--- src/rtl/assert_macros.svh ---
// ----------------------------------------------------------------------------
// assert_macros.svh
// clocked assertion helpers shared by the rtl
// ----------------------------------------------------------------------------
`ifndef ASSERT_MACROS_SVH
`define ASSERT_MACROS_SVH

// property checked on every rising edge outside reset
`define ASSERT_CLK(label, prop, msg) \
    label: assert property (@(posedge clk) disable iff (!rst_n) prop) else $error(msg);

// condition that must never be seen outside reset
`define ASSERT_NEVER(label, cond, msg) \
    `ASSERT_CLK(label, !(cond), msg)

`endif

--- src/rtl/rccl_pkg.sv ---
// ----------------------------------------------------------------------------
// rccl_pkg
// widths, codes and shared types of the colour classifier / line follower
// ----------------------------------------------------------------------------
`timescale 1ns / 1ps

package rccl_pkg;

    localparam int CHANNEL_BITS = 10;
    localparam int SUM_W        = CHANNEL_BITS + 2;
    localparam int DIFF_W       = CHANNEL_BITS + 3;
    localparam int PREV_W       = 13;
    localparam int DD_W         = ((DIFF_W > PREV_W) ? DIFF_W : PREV_W) + 1;
    localparam int GAIN_W       = 16;
    localparam int CORR_W       = DD_W + GAIN_W + 1;
    localparam int DRV_SUM_W    = CORR_W + 1;
    localparam int NUM_W        = CHANNEL_BITS + 6;
    localparam int QUOT_W       = 6;
    localparam int HUE_W        = 9;
    localparam int DRIVE_W      = 11;
    localparam int CLASS_W      = 3;
    localparam int BASE_W       = 11;
    localparam int LEVEL_W      = 12;
    localparam int CHROMA_W     = 10;
    localparam int REG_IDX_W    = 3;
    localparam int APB_AW       = REG_IDX_W + 2;
    localparam int APB_DW       = 32;

    localparam logic signed [DD_W-1:0] PREV_HI = DD_W'(2 ** (PREV_W - 1) - 1);
    localparam logic signed [DD_W-1:0] PREV_LO = -DD_W'(2 ** (PREV_W - 1));
    localparam logic signed [DRV_SUM_W-1:0] DRV_HI = DRV_SUM_W'(2 ** (DRIVE_W - 1) - 1);
    localparam logic signed [DRV_SUM_W-1:0] DRV_LO = -DRV_SUM_W'(2 ** (DRIVE_W - 1));

    localparam logic [HUE_W-1:0] HUE_GREEN  = HUE_W'(120);
    localparam logic [HUE_W-1:0] HUE_BLUE   = HUE_W'(240);
    localparam logic [HUE_W-1:0] HUE_FULL   = HUE_W'(360);
    localparam logic [HUE_W-1:0] HUE_RED_HI = HUE_W'(330);
    localparam logic [HUE_W-1:0] HUE_RED_LO = HUE_W'(30);

    // register map, word index
    localparam logic [REG_IDX_W-1:0] REG_BASE_SPEED   = 3'd0;
    localparam logic [REG_IDX_W-1:0] REG_BLACK_LEVEL  = 3'd1;
    localparam logic [REG_IDX_W-1:0] REG_WHITE_LEVEL  = 3'd2;
    localparam logic [REG_IDX_W-1:0] REG_CHROMA_MIN   = 3'd3;
    localparam logic [REG_IDX_W-1:0] REG_GREEN_LOW    = 3'd4;
    localparam logic [REG_IDX_W-1:0] REG_GREEN_HIGH   = 3'd5;
    localparam logic [REG_IDX_W-1:0] REG_PROP_GAIN    = 3'd6;
    localparam logic [REG_IDX_W-1:0] REG_DERIV_GAIN   = 3'd7;

    typedef enum logic [CLASS_W-1:0] {
        CLS_OTHER = 3'd0,
        CLS_BLACK = 3'd1,
        CLS_WHITE = 3'd2,
        CLS_GREEN = 3'd3,
        CLS_RED   = 3'd4
    } class_t;

    typedef struct packed {
        logic                    start;
        logic [NUM_W-1:0]        num;
        logic [CHANNEL_BITS-1:0] den;
    } div_req_t;

    typedef struct packed {
        logic              done;
        logic [QUOT_W-1:0] quot;
        logic              rem_nz;
    } div_res_t;

    typedef struct packed {
        logic                     done;
        logic signed [CORR_W-1:0] corr;
    } mac_res_t;

endpackage

--- src/rtl/rccl_if.sv ---
// ----------------------------------------------------------------------------
// rccl_if
// valid/ready channels for sensor samples and drive results
// ----------------------------------------------------------------------------
`timescale 1ns / 1ps

interface rccl_samp_if;
    import rccl_pkg::*;

    logic                    valid;
    logic                    ready;
    logic [CHANNEL_BITS-1:0] left_red;
    logic [CHANNEL_BITS-1:0] left_green;
    logic [CHANNEL_BITS-1:0] left_blue;
    logic [CHANNEL_BITS-1:0] right_red;
    logic [CHANNEL_BITS-1:0] right_green;
    logic [CHANNEL_BITS-1:0] right_blue;

    modport source (
        output valid, left_red, left_green, left_blue, right_red, right_green, right_blue,
        input  ready
    );
    modport sink (
        input  valid, left_red, left_green, left_blue, right_red, right_green, right_blue,
        output ready
    );
endinterface

interface rccl_drv_if;
    import rccl_pkg::*;

    logic                      valid;
    logic                      ready;
    logic signed [DRIVE_W-1:0] left_drive;
    logic signed [DRIVE_W-1:0] right_drive;
    logic [CLASS_W-1:0]        left_class;
    logic [CLASS_W-1:0]        right_class;
    logic [HUE_W-1:0]          left_hue;
    logic [HUE_W-1:0]          right_hue;

    modport source (
        output valid, left_drive, right_drive, left_class, right_class, left_hue, right_hue,
        input  ready
    );
    modport sink (
        input  valid, left_drive, right_drive, left_class, right_class, left_hue, right_hue,
        output ready
    );
endinterface

--- src/rtl/rccl_div.sv ---
// ----------------------------------------------------------------------------
// rccl_div
// bit-serial restoring divider for the hue fraction, one quotient bit a cycle
// ----------------------------------------------------------------------------
`timescale 1ns / 1ps

module rccl_div (
    input  logic               clk,
    input  logic               rst_n,
    input  rccl_pkg::div_req_t req,
    output rccl_pkg::div_res_t res
);
    import rccl_pkg::*;

    localparam int CNT_W = $clog2(QUOT_W + 1);

    logic [CHANNEL_BITS-1:0] rem_reg;
    logic [CHANNEL_BITS-1:0] den_reg;
    logic [QUOT_W-1:0]       low_reg;
    logic [QUOT_W-1:0]       quot_reg;
    logic [CNT_W-1:0]        cnt_reg;
    logic                    busy_reg;
    logic                    done_reg;

    logic [CHANNEL_BITS:0]   rem_sh;
    logic [CHANNEL_BITS:0]   trial;
    logic                    qbit;

    // numerator is below 64 times the divisor, so the upper bits seed the remainder
    assign rem_sh = {rem_reg, low_reg[QUOT_W-1]};
    assign trial  = rem_sh - {1'b0, den_reg};
    assign qbit   = (rem_sh >= {1'b0, den_reg});

    always_ff @(posedge clk or negedge rst_n)
    begin
        if (!rst_n)
        begin
            cnt_reg  <= '0;
            busy_reg <= 1'b0;
            done_reg <= 1'b0;
        end
        else if (req.start)
        begin
            cnt_reg  <= CNT_W'(QUOT_W);
            busy_reg <= 1'b1;
            done_reg <= 1'b0;
        end
        else if (busy_reg)
        begin
            cnt_reg  <= cnt_reg - 1'b1;
            busy_reg <= (cnt_reg != CNT_W'(1));
            done_reg <= (cnt_reg == CNT_W'(1));
        end
        else
        begin
            done_reg <= 1'b0;
        end
    end

    always_ff @(posedge clk)
    begin
        if (req.start)
        begin
            rem_reg  <= req.num[NUM_W-1:QUOT_W];
            low_reg  <= req.num[QUOT_W-1:0];
            den_reg  <= req.den;
            quot_reg <= '0;
        end
        else if (busy_reg)
        begin
            rem_reg  <= qbit ? trial[CHANNEL_BITS-1:0] : rem_sh[CHANNEL_BITS-1:0];
            low_reg  <= {low_reg[QUOT_W-2:0], 1'b0};
            quot_reg <= {quot_reg[QUOT_W-2:0], qbit};
        end
    end

    assign res.done   = done_reg;
    assign res.quot   = quot_reg;
    assign res.rem_nz = |rem_reg;

endmodule

--- src/rtl/rccl_mac.sv ---
// ----------------------------------------------------------------------------
// rccl_mac
// bit-serial pd correction: prop_gain*diff + deriv_gain*(prev - diff)
// ----------------------------------------------------------------------------
`timescale 1ns / 1ps

module rccl_mac (
    input  logic                                 clk,
    input  logic                                 rst_n,
    input  logic                                 start,
    input  logic signed [rccl_pkg::DIFF_W-1:0]   diff,
    input  logic signed [rccl_pkg::PREV_W-1:0]   prev,
    input  logic [rccl_pkg::GAIN_W-1:0]          prop_gain,
    input  logic [rccl_pkg::GAIN_W-1:0]          deriv_gain,
    output rccl_pkg::mac_res_t                   res
);
    import rccl_pkg::*;

    localparam int CNT_W = $clog2(GAIN_W + 1);

    logic [GAIN_W-1:0]        pg_reg;
    logic [GAIN_W-1:0]        dg_reg;
    logic signed [CORR_W-1:0] a_reg;
    logic signed [CORR_W-1:0] b_reg;
    logic signed [CORR_W-1:0] acc_reg;
    logic [CNT_W-1:0]         cnt_reg;
    logic                     busy_reg;
    logic                     done_reg;

    logic signed [DD_W-1:0]   dd;
    logic signed [CORR_W-1:0] add_a;
    logic signed [CORR_W-1:0] add_b;

    assign dd    = DD_W'(prev) - DD_W'(diff);
    assign add_a = pg_reg[0] ? a_reg : '0;
    assign add_b = dg_reg[0] ? b_reg : '0;

    always_ff @(posedge clk or negedge rst_n)
    begin
        if (!rst_n)
        begin
            cnt_reg  <= '0;
            busy_reg <= 1'b0;
            done_reg <= 1'b0;
        end
        else if (start)
        begin
            cnt_reg  <= CNT_W'(GAIN_W);
            busy_reg <= 1'b1;
            done_reg <= 1'b0;
        end
        else if (busy_reg)
        begin
            cnt_reg  <= cnt_reg - 1'b1;
            busy_reg <= (cnt_reg != CNT_W'(1));
            done_reg <= (cnt_reg == CNT_W'(1));
        end
        else
        begin
            done_reg <= 1'b0;
        end
    end

    // one gain bit of each product per cycle, lsb first
    always_ff @(posedge clk)
    begin
        if (start)
        begin
            pg_reg  <= prop_gain;
            dg_reg  <= deriv_gain;
            a_reg   <= CORR_W'(diff);
            b_reg   <= CORR_W'(dd);
            acc_reg <= '0;
        end
        else if (busy_reg)
        begin
            pg_reg  <= pg_reg >> 1;
            dg_reg  <= dg_reg >> 1;
            a_reg   <= a_reg <<< 1;
            b_reg   <= b_reg <<< 1;
            acc_reg <= acc_reg + add_a + add_b;
        end
    end

    assign res.done = done_reg;
    assign res.corr = acc_reg;

endmodule

--- src/rtl/rgb_color_classify_line_follow.sv ---
// ----------------------------------------------------------------------------
// rgb_color_classify_line_follow
// left/right rgb colour classifier with a pd line-following drive output
// ----------------------------------------------------------------------------
// Each input beat carries one rgb sample per side and produces one output beat
// with both wheel drives, both colour classes and both hues. One sample is in
// flight at a time. The 16-step bit-serial gain multiply runs alongside a single
// shared 6-step divider that works out both hue fractions in turn. A finished
// result waits in the output register while the next sample is taken in.
// Registers sit on an apb port at byte address 4*index and should be written
// while the block is idle.
`timescale 1ns / 1ps
`include "assert_macros.svh"

module rgb_color_classify_line_follow (
    input  logic                         clk,
    input  logic                         rst_n,
    input  logic                         psel,
    input  logic                         penable,
    input  logic                         pwrite,
    input  logic [rccl_pkg::APB_AW-1:0]  paddr,
    input  logic [rccl_pkg::APB_DW-1:0]  pwdata,
    output logic [rccl_pkg::APB_DW-1:0]  prdata,
    output logic                         pready,
    rccl_samp_if.sink                    samp,
    rccl_drv_if.source                   drv
);
    import rccl_pkg::*;

    localparam int CB      = CHANNEL_BITS;
    localparam int CMP_W   = (SUM_W > LEVEL_W) ? SUM_W : LEVEL_W;
    localparam int CHR_W   = (CB > CHROMA_W) ? CB : CHROMA_W;

    typedef enum logic [2:0] {
        ST_IDLE,
        ST_PREP,
        ST_NUM,
        ST_DIVL,
        ST_DIVR,
        ST_WAIT,
        ST_FIN
    } state_t;

    typedef enum logic [1:0] {
        MX_BLUE,
        MX_RED,
        MX_GREEN
    } maxsel_t;

    typedef struct packed {
        logic [SUM_W-1:0]  sum;
        logic [CB-1:0]     d;
        logic signed [CB:0] delta;
        maxsel_t           sel;
        logic              gray;
    } side_t;

    // configuration
    logic signed [BASE_W-1:0] base_speed_reg;
    logic [LEVEL_W-1:0]       black_level_reg;
    logic [LEVEL_W-1:0]       white_level_reg;
    logic [CHROMA_W-1:0]      chroma_min_reg;
    logic [HUE_W-1:0]         green_low_reg;
    logic [HUE_W-1:0]         green_high_reg;
    logic [GAIN_W-1:0]        prop_gain_reg;
    logic [GAIN_W-1:0]        deriv_gain_reg;

    // control
    state_t                   state_reg, state_next;
    logic                     div_start_reg, div_start_next;
    logic                     mac_start_reg, mac_start_next;
    logic                     mac_seen_reg, mac_seen_next;
    logic                     ov_reg, ov_next;
    logic signed [PREV_W-1:0] prev_diff_reg, prev_diff_next;
    logic                     load_out;

    // datapath
    logic [CB-1:0]            lr_reg, lg_reg, lb_reg, rr_reg, rg_reg, rb_reg;
    side_t                    lside_reg, rside_reg;
    logic [NUM_W-1:0]         lnum_reg, rnum_reg;
    logic                     lneg_reg, rneg_reg;
    logic signed [DIFF_W-1:0] diff_reg;
    logic [HUE_W-1:0]         lhue_reg, rhue_reg;

    logic signed [DRIVE_W-1:0] ldrv_reg, rdrv_reg;
    logic [CLASS_W-1:0]        lcls_reg, rcls_reg;
    logic [HUE_W-1:0]          lhue_out_reg, rhue_out_reg;

    logic                      samp_fire;
    logic                      cfg_wr;
    logic [REG_IDX_W-1:0]      cfg_idx;
    div_req_t                  div_req;
    div_res_t                  div_res;
    mac_res_t                  mac_res;
    logic [HUE_W-1:0]          hue_new;
    logic signed [DRV_SUM_W-1:0] tot_l, tot_r;

    // ------------------------------------------------------------------
    function automatic side_t side_prep(input logic [CB-1:0] r,
                                        input logic [CB-1:0] g,
                                        input logic [CB-1:0] b);
        side_t         s;
        logic [CB-1:0] mn;
        s.sum  = SUM_W'(r) + SUM_W'(g) + SUM_W'(b);
        s.gray = (r == g) && (g == b);
        mn     = (r < g) ? r : g;
        if (b < mn)
        begin
            mn = b;
        end
        if (b >= r && b >= g)
        begin
            s.sel   = MX_BLUE;
            s.d     = b - mn;
            s.delta = $signed({1'b0, r}) - $signed({1'b0, g});
        end
        else if (r >= g)
        begin
            s.sel   = MX_RED;
            s.d     = r - mn;
            s.delta = $signed({1'b0, g}) - $signed({1'b0, b});
        end
        else
        begin
            s.sel   = MX_GREEN;
            s.d     = g - mn;
            s.delta = $signed({1'b0, b}) - $signed({1'b0, r});
        end
        return s;
    endfunction

    // 60 * |delta| as a shift and subtract
    function automatic logic [NUM_W-1:0] num_of(input logic signed [CB:0] delta);
        logic [CB-1:0] mag;
        mag = delta[CB] ? CB'(-delta) : CB'(delta);
        return (NUM_W'(mag) << 6) - (NUM_W'(mag) << 2);
    endfunction

    function automatic logic [HUE_W-1:0] hue_of(input side_t s,
                                                input logic neg,
                                                input logic [QUOT_W-1:0] q,
                                                input logic rnz);
        logic [HUE_W-1:0] qe;
        logic [HUE_W-1:0] rz;
        logic [HUE_W-1:0] h;
        qe = HUE_W'(q);
        rz = HUE_W'(rnz);
        case (s.sel)
            MX_BLUE:  h = neg ? (HUE_BLUE - qe - rz) : (HUE_BLUE + qe);
            MX_RED:   h = (neg && (q != '0)) ? (HUE_FULL - qe) : qe;
            default:  h = neg ? (HUE_GREEN - qe - rz) : (HUE_GREEN + qe);
        endcase
        // gray sample has no hue
        if (s.gray)
        begin
            h = '0;
        end
        return h;
    endfunction

    function automatic logic [CLASS_W-1:0] class_of(input side_t s,
                                                    input logic [HUE_W-1:0] hue,
                                                    input logic [LEVEL_W-1:0] blk,
                                                    input logic [LEVEL_W-1:0] wht,
                                                    input logic [CHROMA_W-1:0] cmin,
                                                    input logic [HUE_W-1:0] glo,
                                                    input logic [HUE_W-1:0] ghi);
        class_t c;
        logic   chroma_ok;
        chroma_ok = CHR_W'(s.d) > CHR_W'(cmin);
        if (CMP_W'(s.sum) <= CMP_W'(blk))
        begin
            c = CLS_BLACK;
        end
        else if (CMP_W'(s.sum) >= CMP_W'(wht))
        begin
            c = CLS_WHITE;
        end
        else if (chroma_ok && glo <= hue && hue <= ghi)
        begin
            c = CLS_GREEN;
        end
        else if (chroma_ok && (hue >= HUE_RED_HI || hue <= HUE_RED_LO))
        begin
            c = CLS_RED;
        end
        else
        begin
            c = CLS_OTHER;
        end
        return c;
    endfunction

    // divide by 256 toward zero, then clamp to the drive range
    function automatic logic signed [DRIVE_W-1:0] drive_of(
        input logic signed [DRV_SUM_W-1:0] tot);
        logic signed [DRV_SUM_W-1:0] q;
        q = tot >>> 8;
        if (tot[DRV_SUM_W-1] && (tot[7:0] != 8'd0))
        begin
            q = q + {{(DRV_SUM_W-1){1'b0}}, 1'b1};
        end
        if (q > DRV_HI)
        begin
            q = DRV_HI;
        end
        else if (q < DRV_LO)
        begin
            q = DRV_LO;
        end
        return DRIVE_W'(q);
    endfunction

    function automatic logic signed [PREV_W-1:0] sat_prev(
        input logic signed [DIFF_W-1:0] dv);
        logic signed [DD_W-1:0] w;
        w = DD_W'(dv);
        if (w > PREV_HI)
        begin
            w = PREV_HI;
        end
        else if (w < PREV_LO)
        begin
            w = PREV_LO;
        end
        return PREV_W'(w);
    endfunction

    // ------------------------------------------------------------------
    // apb registers
    assign pready  = 1'b1;
    assign cfg_wr  = psel && penable && pwrite;
    assign cfg_idx = paddr[APB_AW-1:2];

    always_ff @(posedge clk or negedge rst_n)
    begin
        if (!rst_n)
        begin
            base_speed_reg  <= BASE_W'(140);
            black_level_reg <= LEVEL_W'(50);
            white_level_reg <= LEVEL_W'(100);
            chroma_min_reg  <= CHROMA_W'(10);
            green_low_reg   <= HUE_W'(135);
            green_high_reg  <= HUE_W'(145);
            prop_gain_reg   <= GAIN_W'(282);
            deriv_gain_reg  <= GAIN_W'(3840);
        end
        else if (cfg_wr)
        begin
            case (cfg_idx)
                REG_BASE_SPEED:  base_speed_reg  <= pwdata[BASE_W-1:0];
                REG_BLACK_LEVEL: black_level_reg <= pwdata[LEVEL_W-1:0];
                REG_WHITE_LEVEL: white_level_reg <= pwdata[LEVEL_W-1:0];
                REG_CHROMA_MIN:  chroma_min_reg  <= pwdata[CHROMA_W-1:0];
                REG_GREEN_LOW:   green_low_reg   <= pwdata[HUE_W-1:0];
                REG_GREEN_HIGH:  green_high_reg  <= pwdata[HUE_W-1:0];
                REG_PROP_GAIN:   prop_gain_reg   <= pwdata[GAIN_W-1:0];
                REG_DERIV_GAIN:  deriv_gain_reg  <= pwdata[GAIN_W-1:0];
                default:         ;
            endcase
        end
    end

    always_comb
    begin
        case (cfg_idx)
            REG_BASE_SPEED:  prdata = APB_DW'(unsigned'(base_speed_reg));
            REG_BLACK_LEVEL: prdata = APB_DW'(black_level_reg);
            REG_WHITE_LEVEL: prdata = APB_DW'(white_level_reg);
            REG_CHROMA_MIN:  prdata = APB_DW'(chroma_min_reg);
            REG_GREEN_LOW:   prdata = APB_DW'(green_low_reg);
            REG_GREEN_HIGH:  prdata = APB_DW'(green_high_reg);
            REG_PROP_GAIN:   prdata = APB_DW'(prop_gain_reg);
            REG_DERIV_GAIN:  prdata = APB_DW'(deriv_gain_reg);
            default:         prdata = '0;
        endcase
    end

    // ------------------------------------------------------------------
    // shared units
    assign div_req.start = div_start_reg;
    assign div_req.num   = (state_reg == ST_DIVR) ? rnum_reg : lnum_reg;
    assign div_req.den   = (state_reg == ST_DIVR) ? rside_reg.d : lside_reg.d;

    rccl_div u_div (
        .clk   (clk),
        .rst_n (rst_n),
        .req   (div_req),
        .res   (div_res)
    );

    rccl_mac u_mac (
        .clk        (clk),
        .rst_n      (rst_n),
        .start      (mac_start_reg),
        .diff       (diff_reg),
        .prev       (prev_diff_reg),
        .prop_gain  (prop_gain_reg),
        .deriv_gain (deriv_gain_reg),
        .res        (mac_res)
    );

    // ------------------------------------------------------------------
    // sequencer
    assign samp.ready = (state_reg == ST_IDLE);
    assign samp_fire  = samp.valid && samp.ready;

    always_comb
    begin
        state_next     = state_reg;
        div_start_next = 1'b0;
        mac_start_next = 1'b0;
        mac_seen_next  = mac_seen_reg || mac_res.done;
        ov_next        = ov_reg;
        load_out       = 1'b0;
        prev_diff_next = mac_start_reg ? sat_prev(diff_reg) : prev_diff_reg;

        if (ov_reg && drv.ready)
        begin
            ov_next = 1'b0;
        end

        case (state_reg)
            ST_IDLE:
            begin
                if (samp.valid)
                begin
                    state_next = ST_PREP;
                end
            end
            ST_PREP:
            begin
                state_next = ST_NUM;
            end
            ST_NUM:
            begin
                div_start_next = 1'b1;
                mac_start_next = 1'b1;
                mac_seen_next  = 1'b0;
                state_next     = ST_DIVL;
            end
            ST_DIVL:
            begin
                if (div_res.done)
                begin
                    div_start_next = 1'b1;
                    state_next     = ST_DIVR;
                end
            end
            ST_DIVR:
            begin
                if (div_res.done)
                begin
                    state_next = ST_WAIT;
                end
            end
            ST_WAIT:
            begin
                if (mac_seen_reg || mac_res.done)
                begin
                    state_next = ST_FIN;
                end
            end
            ST_FIN:
            begin
                // result register free, or its beat taken this cycle
                if (!ov_reg || drv.ready)
                begin
                    load_out   = 1'b1;
                    ov_next    = 1'b1;
                    state_next = ST_IDLE;
                end
            end
            default:
            begin
                state_next = ST_IDLE;
            end
        endcase
    end

    always_ff @(posedge clk or negedge rst_n)
    begin
        if (!rst_n)
        begin
            state_reg     <= ST_IDLE;
            div_start_reg <= 1'b0;
            mac_start_reg <= 1'b0;
            mac_seen_reg  <= 1'b0;
            ov_reg        <= 1'b0;
            prev_diff_reg <= '0;
        end
        else
        begin
            state_reg     <= state_next;
            div_start_reg <= div_start_next;
            mac_start_reg <= mac_start_next;
            mac_seen_reg  <= mac_seen_next;
            ov_reg        <= ov_next;
            prev_diff_reg <= prev_diff_next;
        end
    end

    // ------------------------------------------------------------------
    // datapath registers
    assign hue_new = (state_reg == ST_DIVR)
                   ? hue_of(rside_reg, rneg_reg, div_res.quot, div_res.rem_nz)
                   : hue_of(lside_reg, lneg_reg, div_res.quot, div_res.rem_nz);

    assign tot_l = (DRV_SUM_W'(base_speed_reg) <<< 8) + DRV_SUM_W'(mac_res.corr);
    assign tot_r = (DRV_SUM_W'(base_speed_reg) <<< 8) - DRV_SUM_W'(mac_res.corr);

    always_ff @(posedge clk)
    begin
        if (samp_fire)
        begin
            lr_reg <= samp.left_red;
            lg_reg <= samp.left_green;
            lb_reg <= samp.left_blue;
            rr_reg <= samp.right_red;
            rg_reg <= samp.right_green;
            rb_reg <= samp.right_blue;
        end
        if (state_reg == ST_PREP)
        begin
            lside_reg <= side_prep(lr_reg, lg_reg, lb_reg);
            rside_reg <= side_prep(rr_reg, rg_reg, rb_reg);
        end
        if (state_reg == ST_NUM)
        begin
            lnum_reg <= num_of(lside_reg.delta);
            rnum_reg <= num_of(rside_reg.delta);
            lneg_reg <= lside_reg.delta[CB];
            rneg_reg <= rside_reg.delta[CB];
            diff_reg <= DIFF_W'(lside_reg.sum) - DIFF_W'(rside_reg.sum);
        end
        if (div_res.done && state_reg == ST_DIVL)
        begin
            lhue_reg <= hue_new;
        end
        if (div_res.done && state_reg == ST_DIVR)
        begin
            rhue_reg <= hue_new;
        end
        if (load_out)
        begin
            ldrv_reg     <= drive_of(tot_l);
            rdrv_reg     <= drive_of(tot_r);
            lcls_reg     <= class_of(lside_reg, lhue_reg, black_level_reg, white_level_reg,
                                     chroma_min_reg, green_low_reg, green_high_reg);
            rcls_reg     <= class_of(rside_reg, rhue_reg, black_level_reg, white_level_reg,
                                     chroma_min_reg, green_low_reg, green_high_reg);
            lhue_out_reg <= lhue_reg;
            rhue_out_reg <= rhue_reg;
        end
    end

    assign drv.valid       = ov_reg;
    assign drv.left_drive  = ldrv_reg;
    assign drv.right_drive = rdrv_reg;
    assign drv.left_class  = lcls_reg;
    assign drv.right_class = rcls_reg;
    assign drv.left_hue    = lhue_out_reg;
    assign drv.right_hue   = rhue_out_reg;

    // ------------------------------------------------------------------
    `ASSERT_CLK(a_div_done_in_div, div_res.done |-> (state_reg == ST_DIVL || state_reg == ST_DIVR), "divider finished outside a divide phase")
    `ASSERT_CLK(a_mac_done_in_run, mac_res.done |-> (state_reg == ST_DIVL || state_reg == ST_DIVR || state_reg == ST_WAIT), "pd multiply finished outside the run phase")
    `ASSERT_CLK(a_prev_on_start, !$stable(prev_diff_reg) |-> $past(mac_start_reg), "previous error changed without a multiply start")

endmodule
--- src/flat_wrapper.sv ---
// flat-port wrapper written by rule: the top's interface ports become plain ports
module rgb_color_classify_line_follow_flat import rccl_pkg::*;
  (clk, rst_n, psel, penable, pwrite, paddr, pwdata, prdata, pready, samp_valid, samp_left_red, samp_left_green, samp_left_blue, samp_right_red, samp_right_green, samp_right_blue, samp_ready, drv_valid, drv_left_drive, drv_right_drive, drv_left_class, drv_right_class, drv_left_hue, drv_right_hue, drv_ready);
  rccl_samp_if samp_i ();
  rccl_drv_if drv_i ();
  input  logic clk;
  input  logic rst_n;
  input  logic psel;
  input  logic penable;
  input  logic pwrite;
  input  logic [rccl_pkg::APB_AW-1:0] paddr;
  input  logic [rccl_pkg::APB_DW-1:0] pwdata;
  output logic [rccl_pkg::APB_DW-1:0] prdata;
  output logic pready;
  input wire logic [$bits(samp_i.valid)-1:0] samp_valid;
  input wire logic [$bits(samp_i.left_red)-1:0] samp_left_red;
  input wire logic [$bits(samp_i.left_green)-1:0] samp_left_green;
  input wire logic [$bits(samp_i.left_blue)-1:0] samp_left_blue;
  input wire logic [$bits(samp_i.right_red)-1:0] samp_right_red;
  input wire logic [$bits(samp_i.right_green)-1:0] samp_right_green;
  input wire logic [$bits(samp_i.right_blue)-1:0] samp_right_blue;
  output wire logic [$bits(samp_i.ready)-1:0] samp_ready;
  output wire logic [$bits(drv_i.valid)-1:0] drv_valid;
  output wire logic [$bits(drv_i.left_drive)-1:0] drv_left_drive;
  output wire logic [$bits(drv_i.right_drive)-1:0] drv_right_drive;
  output wire logic [$bits(drv_i.left_class)-1:0] drv_left_class;
  output wire logic [$bits(drv_i.right_class)-1:0] drv_right_class;
  output wire logic [$bits(drv_i.left_hue)-1:0] drv_left_hue;
  output wire logic [$bits(drv_i.right_hue)-1:0] drv_right_hue;
  input wire logic [$bits(drv_i.ready)-1:0] drv_ready;
  assign samp_i.valid = samp_valid;
  assign samp_i.left_red = samp_left_red;
  assign samp_i.left_green = samp_left_green;
  assign samp_i.left_blue = samp_left_blue;
  assign samp_i.right_red = samp_right_red;
  assign samp_i.right_green = samp_right_green;
  assign samp_i.right_blue = samp_right_blue;
  assign samp_ready = samp_i.ready;
  assign drv_valid = drv_i.valid;
  assign drv_left_drive = drv_i.left_drive;
  assign drv_right_drive = drv_i.right_drive;
  assign drv_left_class = drv_i.left_class;
  assign drv_right_class = drv_i.right_class;
  assign drv_left_hue = drv_i.left_hue;
  assign drv_right_hue = drv_i.right_hue;
  assign drv_i.ready = drv_ready;
  rgb_color_classify_line_follow u_core (.clk(clk), .rst_n(rst_n), .psel(psel), .penable(penable), .pwrite(pwrite), .paddr(paddr), .pwdata(pwdata), .prdata(prdata), .pready(pready), .samp(samp_i), .drv(drv_i));
endmodule
--- config.mk ---
export PLATFORM = sky130hd
export DESIGN_NAME = rgb_color_classify_line_follow_flat
export DESIGN_NICKNAME = d
export VERILOG_FILES = /design/src/rtl/rccl_pkg.sv /design/src/rtl/rccl_if.sv /design/src/rtl/rccl_div.sv /design/src/rtl/rccl_mac.sv /design/src/rtl/rgb_color_classify_line_follow.sv /design/src/flat_wrapper.sv
export VERILOG_INCLUDE_DIRS = /design/src /design/src/rtl
export SDC_FILE = /design/constraint.sdc
export NUM_CORES = 2
export LEC_CHECK = 0
export ABC_AREA = 1
export ABC_CLOCK_PERIOD_IN_PS = 6730
export BUFFER_PORTS_ARGS = -buffer_cell sky130_fd_sc_hd__buf_2
export CAP_MARGIN = 20
export CORE_ASPECT_RATIO = 1.4
export CORE_MARGIN = 1
export CORE_UTILIZATION = 30
export CTS_CLUSTER_DIAMETER = 150
export CTS_CLUSTER_SIZE = 40
export DETAILED_ROUTE_END_ITERATION = 6
export PLACE_DENSITY = 0.53
export SYNTH_ARGS = -nofsm -noshare
export SYNTH_HDL_FRONTEND = slang
export SYNTH_SLANG_ARGS = --single-unit
--- constraint.sdc ---
create_clock -name clk -period 6.73 [get_ports clk]
set_clock_uncertainty 0.05 [all_clocks]
set_input_delay 1.346 -clock clk [delete_from_list [all_inputs] [get_ports clk]]
set_output_delay 1.346 -clock clk [all_outputs]
set_load 0.01 [all_outputs]
# --- After elaboration in Yosys (flattened, before gate mapping) ---
# Index checks and enable logic that the tools add are counted.
totals:
  ff_bits: 527
  inputBits: 104
  out_inout_bits: 81
  wordCells: 285
classes:
  add_sub_neg: 38
  n_lt_le_gt_ge: 31
  eq_ne: 28
  muxes: 82
  reduce_logical: 46
ops:
  columns: ["cell", "count"]
  rows:
  - ["32-bit one-hot mux with 8 select lines", 1]
  - ["31-bit 2-to-1 mux", 6]
  - ["32-bit 2-to-1 mux", 4]
  - ["10-bit 2-to-1 mux", 12]
  - ["23-bit 2-to-1 mux", 4]
  - ["9-bit 2-to-1 mux", 9]
  - ["16-bit 2-to-1 mux", 5]
  - ["10-bit subtractor", 7]
  - ["10-bit by 10-bit subtractor with 11-bit output", 6]
  - ["32-bit by 11-bit > comparator with 1-bit output, second input constant", 2]
  - ["32-bit by 11-bit less-than comparator with 1-bit output, second input constant", 2]
  - ["31-bit adder", 2]
  - ["10-bit greater-or-equal comparator", 6]
  - ["24-bit by 2-bit adder with 25-bit output, second input constant", 2]
  - ["10-bit equality test", 4]
  - ["10-bit less-than comparator", 4]
  - ["9-bit <= comparator", 4]
  - ["9-bit one-hot mux with 2 select lines", 2]
  - ["19-bit by 31-bit adder with 32-bit output", 1]
  - ["16-bit by 12-bit subtractor with 16-bit output", 2]
  - ["19-bit by 31-bit subtractor with 32-bit output", 1]
  - ["3-bit 2-to-1 mux", 9]
  - ["13-bit 2-to-1 mux", 2]
  - ["12-bit by 10-bit adder with 12-bit output", 2]
  - ["other kinds (48)", 126]

# --- Logic depth before layout (Yosys ltp) ---
depth:
  ltp_word: 8
  mapped_depth: 37
  ltp_nobuf: 34

# --- Modules after synthesis ---
# From an unflattened synthesis, not the netlist that was laid out.
hier_totals:
  hier_cells: 5417
  hier_area_um2: 41439.7
by_module_without_submodules:
  columns: ["mod", "instances", "cells_each", "area_per_inst_um2", "seq_area_each_um2"]
  rows:
  - ["rgb_color_classify_line_follow", 1, 3928, 30183.9, 10087.2]
  - ["rccl_mac", 1, 1221, 9024.9, 3618.5]
  - ["rccl_div", 1, 268, 2230.9, 1026.0]

# --- Least setup slack after synthesis ---
# Ideal clock, no wire load.
synth_path:
  kind: "register -> register"
  start: "register u_core.lr_reg[3]"
  end: "register u_core.lside_reg[23] (netlist name), data pin"
  setup_time_ns: 0.268
  arrival_time_ns: 5.027
  required_ns: 6.412
  path_slack_ns: 1.385
  path_stages_with_launch: 32
  path_buffers: 5
  synth_period_minus_slack_ns: 5.345
  path_cell_list: "edfxtp_1 > ha_1 > clkbuf_1 > nand2_1 > nor2_1 > nand3_1 > nand3_1 > buf_2 > clkbuf_1 > nand2_1 > o21ai_0 > ha_1 > nand2_1 > inv_1 > nand3_1 > a31oi_1 > a2111oi_0 > nand2_1 > clkbuf_1 > clkbuf_1 > o21ai_0 > ha_1 > nand2_1 > nand2_1 > a21oi_1 > o21ai_0 > a21oi_1 > nor2_1 > nor2_1 > o21ai_0 > a21oi_1 > xnor3_1"
synth_via:
  elab_chain_cells: 8
  word_cells_on_any_way: 13
  classes_between: "3 x add/sub; 4 x order compare; 5 x mux; 1 x reduce/logical"
synth_lines:
  columns: ["element", "line", "text"]
  rows:
  - ["start, declared", "rgb_color_classify_line_follow.sv:78", "logic [CB-1:0] lr_reg, lg_reg, lb_reg, rr_reg, rg_reg, rb_reg;"]
  - ["start signal, assigned", "rgb_color_classify_line_follow.sv:416", "lr_reg <= samp.left_red;"]
  - ["10-bit less-than comparator", "rgb_color_classify_line_follow.sv:106", "mn = (r < g) ? r : g;"]
  - ["10-bit 2-to-1 mux", "rgb_color_classify_line_follow.sv:106", null]
  - ["10-bit less-than comparator", "rgb_color_classify_line_follow.sv:107", "if (b < mn)"]
  - ["10-bit 2-to-1 mux", "rgb_color_classify_line_follow.sv:107", null]
  - ["10-bit 2-to-1 mux", "rgb_color_classify_line_follow.sv:423", "if (state_reg == ST_PREP)"]
  - ["10-bit subtractor, on equally long branches", "rgb_color_classify_line_follow.sv:126, rgb_color_classify_line_follow.sv:120", null]
  - ["23-bit 2-to-1 mux", "rgb_color_classify_line_follow.sv:117", "else if (r >= g)"]
  - ["23-bit 2-to-1 mux *", "rgb_color_classify_line_follow.sv:111", "if (b >= r && b >= g)"]
  - ["end signal, assigned", "rgb_color_classify_line_follow.sv:425", "lside_reg <= side_prep(lr_reg, lg_reg, lb_reg);"]
  - ["end, declared", "rgb_color_classify_line_follow.sv:79", "side_t lside_reg, rside_reg;"]
# Every way passes the cells marked *; elsewhere a longest branch is shown, timed or not. The select of a mux whose other input is x is not followed.
# A chain may end at the register's enable or synchronous reset.

# --- Worst setup path in the final report ---
layout_path:
  start: "register u_core.lg_reg[1]"
  end: "register u_core.lside_reg[23] (netlist name), data pin"
layout_via:
  elab_chain_cells: 8
  word_cells_on_any_way: 13
  classes_between: "3 x add/sub; 4 x order compare; 5 x mux; 1 x reduce/logical"
layout_lines:
  columns: ["element", "line", "text"]
  rows:
  - ["start, declared", "rgb_color_classify_line_follow.sv:78", null]
  - ["start signal, assigned", "rgb_color_classify_line_follow.sv:417", "lg_reg <= samp.left_green;"]
  - ["10-bit less-than comparator", "rgb_color_classify_line_follow.sv:106", null]
  - ["10-bit 2-to-1 mux", "rgb_color_classify_line_follow.sv:106", null]
  - ["10-bit less-than comparator", "rgb_color_classify_line_follow.sv:107", null]
  - ["10-bit 2-to-1 mux", "rgb_color_classify_line_follow.sv:107", null]
  - ["10-bit 2-to-1 mux", "rgb_color_classify_line_follow.sv:423", null]
  - ["10-bit subtractor, on equally long branches", "rgb_color_classify_line_follow.sv:126, rgb_color_classify_line_follow.sv:120", null]
  - ["23-bit 2-to-1 mux", "rgb_color_classify_line_follow.sv:117", null]
  - ["23-bit 2-to-1 mux *", "rgb_color_classify_line_follow.sv:111", null]
# Marks and branches as above.

==> impl_summary.log <==
[metrics] result of the run: completed
[metrics] Yosys reg bits: 521
[metrics] fraction of post-synthesis cell area in the top cell type by area: 26.9%
[metrics] most instantiated cells after synthesis: nand2_1 (1325), inv_1 (806), ha_1 (388)
[metrics] portion of total power attributed to sequential cells: 28.1%
[metrics] part of the power in the clock network: 7.1%
[metrics] Syn Area/Cell: 7.78 um2
[metrics] Period minus WS final: 6.29 ns
[metrics] cell internal pwr: 11200 uW
[metrics] routed length on met3: 5160 um
[metrics] Via Count: 33500
[metrics] total grt overflow: 0
[metrics] number of clock sinks: 521
[metrics] width of the die: 310 um
[metrics] Seq/Total Area, Yosys: 36.9%
[metrics] first-iteration detailed-routing DRC count: 2052
[metrics] number of optimization iterations in the first detailed-route pass: 6
[metrics] GRT Total Usage: 18.6%
[metrics] worst endpoint data arrival time: 6.60 ns
[metrics] maximum number of pins on one net before global-route repair: 83
[metrics] highest metal layer with signal wires: met5
[metrics] Die Footprint: 134000 um2
[metrics] Hold WS: 0.434 ns
[metrics] maximum buffer depth of the clock tree: 3
[metrics] number of global-route vias before repair: 33500
[metrics] Fin Setup TNS: 0 ns
[metrics] cell taking the most area after synthesis: edfxtp_1
[metrics] Vert. Die Dim: 433 um
[metrics] share of final-layout standard cells stronger than drive strength 1: 6.49%
[metrics] core area: 131000 um2
[metrics] fin. max-slew vios: 0
[metrics] final count of hold timing violations: 0
[metrics] post-route met1 wirelength: 50300 um
[metrics] start-to-end type of the worst setup path: flip-flop to flip-flop
[metrics] Syn-to-layout area delta: 8.54%
[metrics] CTS tree: yes
[metrics] number of antenna violations at the first check in global routing: 18
[metrics] clk_lat worst skew: 0.61 ns
[metrics] main area contributors after synthesis: edfxtp_1 (27%), nand2_1 (12%), ha_1 (12%), inv_1 (7.6%), dfrtp_1 (6.3%)
[metrics] first-pass GRT wire length: 193000 um
[metrics] maxcap violations: 0
[metrics] EDFF count, synth: 357
[metrics] number of antenna-violating nets in the routed design: 0
[metrics] total CTS buffers: 18
[metrics] relative max-transition margin: 25.7%
[metrics] Slowest cell on crit path: a2111oi_0
[metrics] clk root buf: clkbuf_16
[metrics] number of unique standard cell types used by synthesis: 65
[metrics] H-tree level count: 1
[metrics] amount of wire on met2 after detailed routing: 65200 um
[metrics] clock transition at the registers of the reported paths: 0.14 ns
[metrics] total of cells resized after clock tree synthesis: 0
[metrics] power density normalized to cell area: 539 nW/um2
[metrics] net switching component of the power: 12000 uW
[metrics] Routed WL: 126000 um
[metrics] most used standard cell by instance count after synthesis: nand2_1
[metrics] count of synthesis-stage warnings from yosys: 0
[metrics] required arrival time at the worst endpoint: 7.04 ns
[metrics] most frequent cell on the critical path: nand2_1
[metrics] post-detailed-route DRC marker count: 0
[metrics] buffers and inverters on the worst path: 5
[metrics] Sw Ratio: 51.7%
[metrics] kind of cell with the highest combined delay on the critical path: compound AO/OA/AOI/OAI gates
[metrics] transition time of the tightest slew-check pin: 1.11 ns
[metrics] post-synthesis async set-or-reset flop share: 24.4%
[metrics] netlist area before placement: 39800 um2
[metrics] leak pwr: 0.0210 uW
[metrics] setup repair after global routing missed its margin: no
[metrics] top achievable clock speed: 159 MHz
[metrics] fin nets: 5753
[metrics] setup violation total in the final timing report: 0
[metrics] type of the most critical hold path: flip-flop to flip-flop
[metrics] primary flip-flop cell chosen by synthesis mapping: edfxtp_1
[metrics] port bufs: 149
[metrics] Final period util: 93.5%
[metrics] routability cong.: 0.953
[metrics] part of the power in combinational logic: 64.8%
[metrics] largest voltage drop on the vdd net: 0.000244 V
[metrics] post-detail-place hpwl: 104000 um
[metrics] cells after synthesis: 5116
[metrics] Hold Buf Count CTS: 0
[metrics] post-detailed-route via-to-cell ratio: 4.81
[metrics] number of placement rows: 157
[metrics] initial core utilization: 30.3%
[metrics] Slowest Stage Delay on Critical Path: 0.85 ns
[metrics] endpoint type of the worst setup path: flip-flop
[metrics] CP startpoint kind: flip-flop
[metrics] detail-routed net length per standard cell: 18.0 um
[metrics] I/O pins: 185
[metrics] pre-CTS worst setup slack: 0.509 ns
[metrics] smallest setup slack after layout: 0.439 ns
[metrics] number of buffers inserted to repair setup after CTS: 0
[metrics] critical path fanouts, max: 18
[through the flow]
| step | area [um2] | utilization [%] | power, uW | std cells |
|---|---|---|---|---|
| 2_1_floorplan | 39900 | - | 17200 | 5131 |
| 3_3_place_gp | 42500 | 32.4 | 21600 | 6941 |
| 3_5_place_dp | 42500 | 32.4 | 21800 | 6941 |
| 4_1_cts | 43200 | 32.9 | 23500 | 6973 |
| 5_1_grt | 43200 | 32.9 | 25700 | 6975 |
| 6_report | 43200 | 32.9 | 23300 | 6978 |
[routing by layer]
metal / up-vias / track usage (%)
li1: 17000 / -
met1: 15700 / 21.2
met2: 630 / 35.2
met3: 194 / 2.12
met4: 12 / 6.54
met5: - / 0
[cells by family (layout without fill, tap and decap cells)]
logic type      count (synthesis)  in the layout  synth area share [%]
fa+ha+maj                     435            435                  14.6
simple gates                 2079           2079                  21.7
buf+inv                       950           1045                  9.30
other cells                     2             20                0.0189
mux                             4              4                 0.113
flops                         521            521                  36.9
compound gates                935            935                  13.2
xor+xnor                      190            190                  4.22
[placed cells by master, fill, tap and decap left out, types with 11 or more instances in the layout]
cell and count:
nand2_1 1325, inv_1 806, ha_1 388, o21ai_0 374, edfxtp_1 357, nor2_1 342, a21oi_1 306, nand3_1 181
xor2_1 156, buf_2 148, dfrtp_1 101, o22ai_1 70, nand4_1 69, nor3_1 48, fa_1 47, buf_4 40
dfxtp_1 37, o21bai_1 35, xnor2_1 33, nand2_2 26, dfstp_2 26, a31oi_1 21, clkbuf_16 20, a221oi_1 17
conb_1 17, nor2_2 16, o31ai_1 13, o211ai_1 13, nor4_1 12, a21o_1 12, and2_1 12, a211oi_1 11
[final timing paths]
path / startpoint / endpoint / slack [ns] / cells past startpoint
min reg2reg: u_core.u_mac.cnt_reg[3]$_DFFE_PN0P_ / u_core.u_mac.cnt_reg[3]$_DFFE_PN0P_ / 0.43 / 1
min: u_core.u_mac.cnt_reg[3]$_DFFE_PN0P_ / u_core.u_mac.cnt_reg[3]$_DFFE_PN0P_ / 0.43 / 1
max reg2reg: u_core.lg_reg[1]$_DFFE_PP_ / u_core.lside_reg[23]$_DFFE_PP_ / 0.44 / 31
min in group asynchronous: rst_n / u_core.drv.valid$_DFF_PN0_ / 0.60 / 1
max: u_core.lg_reg[1]$_DFFE_PP_ / u_core.lside_reg[23]$_DFFE_PP_ / 0.44 / 31
max in group asynchronous: rst_n / u_core.deriv_gain_reg[11]$_DFFE_PN1P_ / 4.88 / 2
[final cells by class]
type,count,area (um2)
Sequential cell,521,14700
Multi-Input combinational cell,3660,21500
Tap cell,1749,2190
Fill cell,14200,88000
Clock inverter,4,98.8
Inverter,823,3090
Timing Repair Buffer,190,1080
Antenna cell,3,7.51
Clock buffer,28,531
[power groups by stage]
stage / clock network (uW) / registers (uW) / logic [uW]
2_1_floorplan: 0 / 6160 / 11100
3_3_place_gp: 0 / 6650 / 15000
3_5_place_dp: 0 / 6670 / 15100
4_1_cts: 1740 / 6590 / 15200
5_1_grt: 1820 / 6690 / 17200
6_report: 1660 / 6540 / 15100
No activity file was read; power rests on OpenSTA's default activity.
